**src/sv/bvs_pkg.sv**
```systemverilog
package bvs_pkg;

    localparam int OP_W     = 2;
    localparam int VALUE_W  = 8;
    localparam int MEMBER_W = 6;
    localparam int MAXV_W   = 6;
    localparam int COUNT_W  = 7;

    localparam logic [OP_W-1:0] OP_CLEAR  = 2'd0;
    localparam logic [OP_W-1:0] OP_INSERT = 2'd1;
    localparam logic [OP_W-1:0] OP_FIND   = 2'd2;
    localparam logic [OP_W-1:0] OP_ENUM   = 2'd3;

    localparam logic [MAXV_W-1:0] MAXV_RESET = 6'd63;

    typedef struct packed {
        logic exec;
        logic scan_step;
        logic flush;
    } t_cmd;

    typedef struct packed {
        logic out_free;
        logic hit;
        logic pending;
        logic scan_end;
    } t_status;

endpackage

```
**src/sv/bvs_ctrl.sv**
```systemverilog
module bvs_ctrl (
    input  logic                     i_clk,
    input  logic                     i_rst_n,
    input  logic                     i_valid,
    input  logic [bvs_pkg::OP_W-1:0] i_op,
    input  bvs_pkg::t_status         i_status,
    output bvs_pkg::t_cmd            o_cmd,
    output logic                     o_stall
);
    import bvs_pkg::*;

    localparam logic [1:0] S_IDLE  = 2'd0;
    localparam logic [1:0] S_SCAN  = 2'd1;
    localparam logic [1:0] S_FLUSH = 2'd2;

    logic [1:0] r_state;
    logic [1:0] n_state;
    logic       w_ready;

    assign w_ready         = (r_state == S_IDLE) && i_status.out_free;
    assign o_stall         = !w_ready;
    assign o_cmd.exec      = i_valid && w_ready;
    assign o_cmd.scan_step = (r_state == S_SCAN)
                           && !(i_status.hit && i_status.pending && !i_status.out_free);
    assign o_cmd.flush     = (r_state == S_FLUSH) && i_status.out_free;

    always_comb begin
        n_state = r_state;
        unique case (r_state)
            S_IDLE: begin
                if (o_cmd.exec && (i_op == OP_ENUM)) n_state = S_SCAN;
            end
            S_SCAN: begin
                if (o_cmd.scan_step && i_status.scan_end) n_state = S_FLUSH;
            end
            S_FLUSH: begin
                if (o_cmd.flush) n_state = S_IDLE;
            end
            default: n_state = S_IDLE;
        endcase
    end

    always_ff @(posedge i_clk) begin
        if (!i_rst_n) begin
            r_state <= S_IDLE;
        end else begin
            r_state <= n_state;
        end
    end

endmodule

```
**src/sv/bvs_dp.sv**
```systemverilog
module bvs_dp #(
    parameter int CAPACITY = 64
) (
    input  logic                         i_clk,
    input  logic                         i_rst_n,
    input  bvs_pkg::t_cmd                i_cmd,
    output bvs_pkg::t_status             o_status,
    input  logic [bvs_pkg::OP_W-1:0]     i_op,
    input  logic signed [bvs_pkg::VALUE_W-1:0] i_value,
    input  logic                         i_cfg_wr_en,
    input  logic [bvs_pkg::MAXV_W-1:0]   i_cfg_data,
    input  logic                         i_stall,
    output logic                         o_valid,
    output logic [bvs_pkg::MEMBER_W-1:0] o_member,
    output logic                         o_member_valid,
    output logic                         o_range_error,
    output logic [bvs_pkg::COUNT_W-1:0]  o_member_count,
    output logic                         o_last
);
    import bvs_pkg::*;

    localparam int IDX_W = $clog2(CAPACITY);

    logic [CAPACITY-1:0] r_bits;
    logic [CAPACITY-1:0] n_bits;
    logic [COUNT_W-1:0]  r_count;
    logic [COUNT_W-1:0]  n_count;
    logic [MAXV_W-1:0]   r_maxv;
    logic [IDX_W-1:0]    r_ptr;
    logic [IDX_W-1:0]    n_ptr;
    logic [IDX_W-1:0]    r_pend;
    logic [IDX_W-1:0]    n_pend;
    logic                r_pend_vld;
    logic                n_pend_vld;

    logic                r_o_valid;
    logic                n_o_valid;
    logic [MEMBER_W-1:0] r_o_member;
    logic [MEMBER_W-1:0] n_o_member;
    logic                r_o_mvalid;
    logic                n_o_mvalid;
    logic                r_o_rerr;
    logic                n_o_rerr;
    logic [COUNT_W-1:0]  r_o_count;
    logic [COUNT_W-1:0]  n_o_count;
    logic                r_o_last;
    logic                n_o_last;

    logic [IDX_W-1:0]    w_lim;
    logic [VALUE_W-1:0]  w_raw;
    logic [IDX_W-1:0]    w_idx;
    logic                w_in_range;
    logic                w_hit;
    logic                w_emit;

    always_comb begin
        if (COUNT_W'(r_maxv) > COUNT_W'(CAPACITY - 1)) w_lim = IDX_W'(CAPACITY - 1);
        else w_lim = IDX_W'(r_maxv);
    end

    assign w_raw      = i_value;
    assign w_idx      = w_raw[IDX_W-1:0];
    assign w_in_range = !w_raw[VALUE_W-1] && (w_raw <= VALUE_W'(w_lim));
    assign w_hit      = r_bits[r_ptr];

    assign o_status.out_free = !r_o_valid || !i_stall;
    assign o_status.hit      = w_hit;
    assign o_status.pending  = r_pend_vld;
    assign o_status.scan_end = (r_ptr == w_lim);

    always_comb begin
        n_bits     = r_bits;
        n_count    = r_count;
        n_ptr      = r_ptr;
        n_pend     = r_pend;
        n_pend_vld = r_pend_vld;
        w_emit     = 1'b0;
        n_o_member = r_o_member;
        n_o_mvalid = r_o_mvalid;
        n_o_rerr   = r_o_rerr;
        n_o_count  = r_o_count;
        n_o_last   = r_o_last;

        if (i_cmd.exec) begin
            case (i_op) inside
                OP_CLEAR: begin
                    n_bits     = '0;
                    n_count    = '0;
                    w_emit     = 1'b1;
                    n_o_member = '0;
                    n_o_mvalid = 1'b0;
                    n_o_rerr   = 1'b0;
                    n_o_count  = '0;
                    n_o_last   = 1'b1;
                end
                OP_INSERT, OP_FIND: begin
                    w_emit   = 1'b1;
                    n_o_last = 1'b1;
                    if (!w_in_range) begin
                        n_o_member = '0;
                        n_o_mvalid = 1'b0;
                        n_o_rerr   = 1'b1;
                    end else begin
                        n_o_member = MEMBER_W'(w_idx);
                        n_o_rerr   = 1'b0;
                        if (i_op == OP_INSERT) begin
                            n_o_mvalid = 1'b1;
                            if (!r_bits[w_idx]) begin
                                n_bits[w_idx] = 1'b1;
                                n_count       = r_count + COUNT_W'(1);
                            end
                        end else begin
                            n_o_mvalid = r_bits[w_idx];
                        end
                    end
                    n_o_count = n_count;
                end
                default: begin
                    n_ptr      = '0;
                    n_pend_vld = 1'b0;
                end
            endcase
        end

        if (i_cmd.scan_step) begin
            if (w_hit) begin
                if (r_pend_vld) begin
                    w_emit     = 1'b1;
                    n_o_member = MEMBER_W'(r_pend);
                    n_o_mvalid = 1'b1;
                    n_o_rerr   = 1'b0;
                    n_o_count  = r_count;
                    n_o_last   = 1'b0;
                end
                n_pend     = r_ptr;
                n_pend_vld = 1'b1;
            end
            if (r_ptr != w_lim) n_ptr = r_ptr + IDX_W'(1);
        end

        if (i_cmd.flush) begin
            w_emit     = 1'b1;
            n_o_member = r_pend_vld ? MEMBER_W'(r_pend) : '0;
            n_o_mvalid = r_pend_vld;
            n_o_rerr   = 1'b0;
            n_o_count  = r_count;
            n_o_last   = 1'b1;
        end

        if (i_cfg_wr_en) begin
            n_bits  = '0;
            n_count = '0;
        end

        if (w_emit) n_o_valid = 1'b1;
        else if (!i_stall) n_o_valid = 1'b0;
        else n_o_valid = r_o_valid;
    end

    always_ff @(posedge i_clk) begin
        if (!i_rst_n) begin
            r_bits     <= '0;
            r_count    <= '0;
            r_maxv     <= MAXV_RESET;
            r_pend_vld <= 1'b0;
            r_o_valid  <= 1'b0;
        end else begin
            r_bits     <= n_bits;
            r_count    <= n_count;
            r_pend_vld <= n_pend_vld;
            r_o_valid  <= n_o_valid;
            if (i_cfg_wr_en) r_maxv <= i_cfg_data;
        end
    end

    always_ff @(posedge i_clk) begin
        r_ptr      <= n_ptr;
        r_pend     <= n_pend;
        r_o_member <= n_o_member;
        r_o_mvalid <= n_o_mvalid;
        r_o_rerr   <= n_o_rerr;
        r_o_count  <= n_o_count;
        r_o_last   <= n_o_last;
    end

    assign o_valid        = r_o_valid;
    assign o_member       = r_o_member;
    assign o_member_valid = r_o_mvalid;
    assign o_range_error  = r_o_rerr;
    assign o_member_count = r_o_count;
    assign o_last         = r_o_last;

endmodule

```
**src/sv/bitmap_set_with_enumeration.sv**
```systemverilog
// channel   | valid    | stall    | payload
// request   | i_valid  | o_stall  | i_op, i_value
// result    | o_valid  | i_stall  | o_member, o_member_valid, o_range_error,
//           |          |          | o_member_count, o_last
// config    | i_cfg_wr_en          | i_cfg_data
//
// Clear, insert and find load their result into the output register on acceptance.
// Enumerate walks the bitmap one bit a cycle from 0 to the limit while no held result
// pauses the walk.
// Reset empties the set, zeroes the count and sets the limit to 63.
// A held result blocks new requests and pauses the walk at the next member or the
// final result until it is taken.
module bitmap_set_with_enumeration #(
    parameter int CAPACITY = 64
) (
    input  logic                               i_clk,
    input  logic                               i_rst_n,
    input  logic                               i_valid,
    output logic                               o_stall,
    input  logic [bvs_pkg::OP_W-1:0]           i_op,
    input  logic signed [bvs_pkg::VALUE_W-1:0] i_value,
    output logic                               o_valid,
    input  logic                               i_stall,
    output logic [bvs_pkg::MEMBER_W-1:0]       o_member,
    output logic                               o_member_valid,
    output logic                               o_range_error,
    output logic [bvs_pkg::COUNT_W-1:0]        o_member_count,
    output logic                               o_last,
    input  logic                               i_cfg_wr_en,
    input  logic [bvs_pkg::MAXV_W-1:0]         i_cfg_data
);
    import bvs_pkg::*;

    t_cmd    w_cmd;
    t_status w_status;

    bvs_ctrl u_ctrl (
        .i_clk    (i_clk),
        .i_rst_n  (i_rst_n),
        .i_valid  (i_valid),
        .i_op     (i_op),
        .i_status (w_status),
        .o_cmd    (w_cmd),
        .o_stall  (o_stall)
    );

    bvs_dp #(
        .CAPACITY (CAPACITY)
    ) u_dp (
        .i_clk          (i_clk),
        .i_rst_n        (i_rst_n),
        .i_cmd          (w_cmd),
        .o_status       (w_status),
        .i_op           (i_op),
        .i_value        (i_value),
        .i_cfg_wr_en    (i_cfg_wr_en),
        .i_cfg_data     (i_cfg_data),
        .i_stall        (i_stall),
        .o_valid        (o_valid),
        .o_member       (o_member),
        .o_member_valid (o_member_valid),
        .o_range_error  (o_range_error),
        .o_member_count (o_member_count),
        .o_last         (o_last)
    );

    a_count_bound: assert property (@(posedge i_clk) disable iff (!i_rst_n)
        o_valid |-> (o_member_count <= COUNT_W'(CAPACITY)))
        else $error("member count above capacity");

    a_mid_is_member: assert property (@(posedge i_clk) disable iff (!i_rst_n)
        (o_valid && !o_last) |-> (o_member_valid && !o_range_error))
        else $error("non-final result is not a member");

    a_err_clean: assert property (@(posedge i_clk) disable iff (!i_rst_n)
        (o_valid && o_range_error) |-> (!o_member_valid && o_member == '0 && o_last))
        else $error("range error result carries a member");

    a_clear_result: assert property (@(posedge i_clk) disable iff (!i_rst_n)
        (i_valid && !o_stall && i_op == OP_CLEAR)
        |=> (o_valid && o_last && o_member_count == '0))
        else $error("clear did not give an empty result");

endmodule

```
**config.mk**
```make
export PLATFORM = sky130hd
export DESIGN_NAME = bitmap_set_with_enumeration
export DESIGN_NICKNAME = d
export VERILOG_FILES = /design/src/sv/bvs_pkg.sv /design/src/sv/bvs_ctrl.sv /design/src/sv/bvs_dp.sv /design/src/sv/bitmap_set_with_enumeration.sv
export SDC_FILE = /design/constraint.sdc
export NUM_CORES = 1
export LEC_CHECK = 0
export ABC_AREA = 1
export BUFFER_PORTS_ARGS = -buffer_cell sky130_fd_sc_hd__buf_2
export CORE_MARGIN = 10
export CORE_UTILIZATION = 55
export CTS_CLUSTER_SIZE = 14
export DETAILED_ROUTE_END_ITERATION = 7
export GPL_TIMING_DRIVEN = 0
export PLACE_DENSITY = 0.73
export SLEW_MARGIN = 0
export SYNTH_ARGS = -nofsm -noshare
export SYNTH_HDL_FRONTEND = slang
export SYNTH_HIERARCHICAL = 1
export SYNTH_SLANG_ARGS = --single-unit
```
**constraint.sdc**
```tcl
create_clock -name i_clk -period 3.95 [get_ports i_clk]
set_clock_uncertainty 0.15 [all_clocks]
set_input_delay 0 -clock i_clk [delete_from_list [all_inputs] [get_ports i_clk]]
set_output_delay 0 -clock i_clk [all_outputs]
set_load 0.01 [all_outputs]
```
==> impl_metrics.tcl <==
set metrics [dict create \
    ant_nets 0 \
    grtUsageTotal_pct 25.2 \
    leakage_nw 3.05 \
    gp_congestion 0.969 \
    grt-ovfl-total 0 \
    start_kind "register" \
    grt_pass1_wl_um 32400 \
    tightest_slew_ns 1.22 \
    die_area_mm2 0.0159 \
    clk_pin_slew_ns 0.07 \
    rsz0062_at_grt "false" \
    ys_warn_count 6 \
    worst_r2r_startpoint "u_dp/r_ptr[0]$_DFF_P_" \
    hold_violations 0 \
    fin_nets 1102 \
    slowest_delay_ns 0.57 \
    ys_seq_area_share_pct 36.1 \
    fin_tns_setup_ns 0 \
    firstDrtPassIters 8 \
    cts_num_sinks 109 \
    antenna_found_initial 0 \
    ys_types 32 \
    start_util_pct 56.8 \
    numPortBuffers 38 \
    cp_num_buf_inv 6 \
    required_ns 4.06 \
    rr_worst_depth 19 \
    antennaDiodeCount 0 \
    htreeDepth 3 \
    num_io_pins 39 \
    wl_um 20600 \
    peakVddDrop_uv 365 \
    status "finished with violations" \
    yosys.area.top_type "dfxtp_1" \
    clock_latency_ns 0.36 \
    netlist_area_mm2 0.00621 \
    p_total_w 0.00265 \
    fill_cells 1070 \
    drtIter0Drc 724 \
    core_mm2 0.0109 \
    clk_path_buf_depth 2 \
    end_kind "register" \
    grt_max_degree 16 \
    grt_pass1_vias 6123 \
    cts_root_buffer "clkbuf_16" \
    drc 1 \
    yosys.area.top_type_share_pct 33.2 \
    cts_tree "done" \
    maxSlewViolCount 0 \
    pre_cts_ws_ns 0.308 \
    stdcell_count 1214 \
    power_density_mw_per_mm2 374 \
    cp_slowest_cell "dlygate4sd3_1" \
    dpl.hpwl_um 13600 \
    synth_fp_nets 1032 \
    dp_cells 1178 \
    critical-path-top-delay-family "simple AND/OR/NAND/NOR gates" \
    crit_chain "inv_1, buf_2, clkbuf_4, nand2_1, nand3_1, nand3_1, nand3_1, nand2_1, nand2_1, nand3_1, nand2_1, buf_4, nand3_2, and2_1, nand4_1, nand2_2, o21ai_0, dlygate4sd3_1, inv_1" \
    worstPathMaxFanout 10 \
    violations "design-rule violations" \
    via_per_inst 5.53 \
    max_cap_viol_count 0 \
    arrival_ns 3.88 \
    drive_above_1_share_pct 9.03 \
    via_count 6709 \
    synth_seq_cells 109 \
    worst_slack_ns 0.189 \
    layout_commonest_cell "nand2_1" \
    min_from "i_value[6]" \
    synthTopCellsByArea "dfxtp_1 (33%), nand2_1 (19%), nand3_1 (9.3%), inv_1 (7.6%), a21oi_1 (7.1%)" \
    setup_viol 0 \
    worstSetupPathType "reg -> reg" \
    hold_path_class "in -> reg" \
    synth_cells 1000 \
    dieHeight_um 126 \
    period_needed_ns 3.76 \
    die_w_um 126 \
    hold_path_end "u_dp/o_range_error$_SDFF_PP0_" \
    cts_made_buffers 9 \
    r2r_slack_ns 0.19 \
    area_growth_pct 14.2 \
    mostFrequentLayoutCells "nand2_1 (309), inv_1 (126), nand3_1 (116)" \
    slew_headroom_pct 18.6 \
    wl_per_cell_um 17.0 \
    row_count 38 \
    avgSynthCellArea_um2 6.21 \
    r2r_end "u_dp/o_valid$_SDFFE_PN0P_" \
    max_freq_mhz 266 \
    min_path_cells 7 \
    period_share_pct 95.2 \
]
==> metal layers <==
metal	track usage [%]	vias to the layer above	share of wire [%]
met1	32.6	2976	41
met2	38.6	381	44
met5	0	-	0
met4	9.51	0	2.8
met3	7.50	57	12
li1	-	3295	-
==> flip-flops by register name (all words and copies together), names as in the netlist <==
signal               count
u_dp/r_bits             64
u_dp/r_maxv              6
u_dp/r_count             7
u_ctrl/r_state           2
u_dp/r_pend_vld          1
u_dp/r_ptr               6
u_dp/o_last              1
u_dp/o_member_count      7
u_dp/o_member_valid      1
u_dp/o_valid             1
u_dp/o_member            6
u_dp/o_range_error       1
u_dp/r_pend              6
==> logic make-up after synthesis <==
group	after synthesis	synth area share [%]
DFF	109	36.1
AOI/OAI and AO/OA	140	12.3
xor gates and xnor gates	2	0.282
adders and majority gates	11	2.22
and+or+nand+nor	562	37.0
buffers and inverters	176	12.2
==> layout make-up <==
cell class	count	area (um2)	share of cell area (%)
multi-input cells	715	3220	45.4
flip-flops and latches	109	2240	31.6
inverters	136	514	7.25
repair buffers	59	398	5.61
clock buffers	14	264	3.72
plain buffers	40	254	3.58
well taps	140	175	2.47
clock inverters	1	30.0	0.423
==> synthesized netlist by cell type, drive strengths merged <==
cell and count:
nor3 10, clkinv 6, inv 130, o21bai 1, or2 1, nor2 116
o211ai 2, a2bb2oi 1, nand4 5, and2 1, buf 21, dfxtp 103
xor2 2, a21oi 98, o31ai 1, o21ai 36, ha 11, a211oi 1
nand3 117, edfxtp 6, nand2 311, nor4 1, clkbuf 19
==> stage by stage <==
step | area (um2) | utilization, % | hold slack [ns]
after global placement | 6580 | 60.2 | 0.0664
after global routing | 7100 | 64.9 | 0.0560
after floorplan | 6210 | - | -0.0277
after CTS | 7070 | 64.7 | 0.000563
final | 7100 | 64.9 | 0.0195
after detailed placement | 6580 | 60.2 | 0.0707
==> tightest hold or removal path, cell delays in order <==
cell and delay [ns]:
buf_2 0.08, or2_2 0.11, nor2_1 0.05, nand2_1 0.05, nand2_1 0.05, nand3_1 0.08, a21oi_1 0.06
==> timing repair <==
action / in CTS / in global routing
hold buffers: 20 / 0
resized for setup: 0 / 13
setup buffers: 0 / 1
hold endpoints to repair: 20 / 0
endpoints found under the setup margin: 0 / 9
==> power by group <==
group / total [W] / internal (W) / switching, W
Combinational: 0.000563 / 0.000168 / 0.000395
Clock: 0.000940 / 0.000525 / 0.000415
Sequential: 0.00115 / 0.00113 / 0.0000175
Total: 0.00265 / 0.00182 / 0.000828
==> worst max-delay path by stage <==
stage | end | cells after the start | startpoint | slack [ns]
6_report | u_dp/o_valid$_SDFFE_PN0P_ | 19 | u_dp/r_ptr[0]$_DFF_P_ | 0.19
5_1_grt | u_dp/o_valid$_SDFFE_PN0P_ | 19 | u_dp/r_ptr[0]$_DFF_P_ | 0.04
4_1_cts | u_dp/o_valid$_SDFFE_PN0P_ | 18 | u_dp/r_ptr[1]$_DFF_P_ | 0.04
3_5_place_dp | u_dp/o_member_count[0]$_DFF_P_ | 17 | u_dp/r_ptr[1]$_DFF_P_ | 0.31
3_3_place_gp | u_dp/o_member_count[2]$_DFF_P_ | 17 | u_dp/r_ptr[1]$_DFF_P_ | 0.34
2_1_floorplan | u_dp/o_member_count[0]$_DFF_P_ | 17 | u_dp/r_ptr[1]$_DFF_P_ | 1.40
No activity file was read; power rests on OpenSTA's default activity.
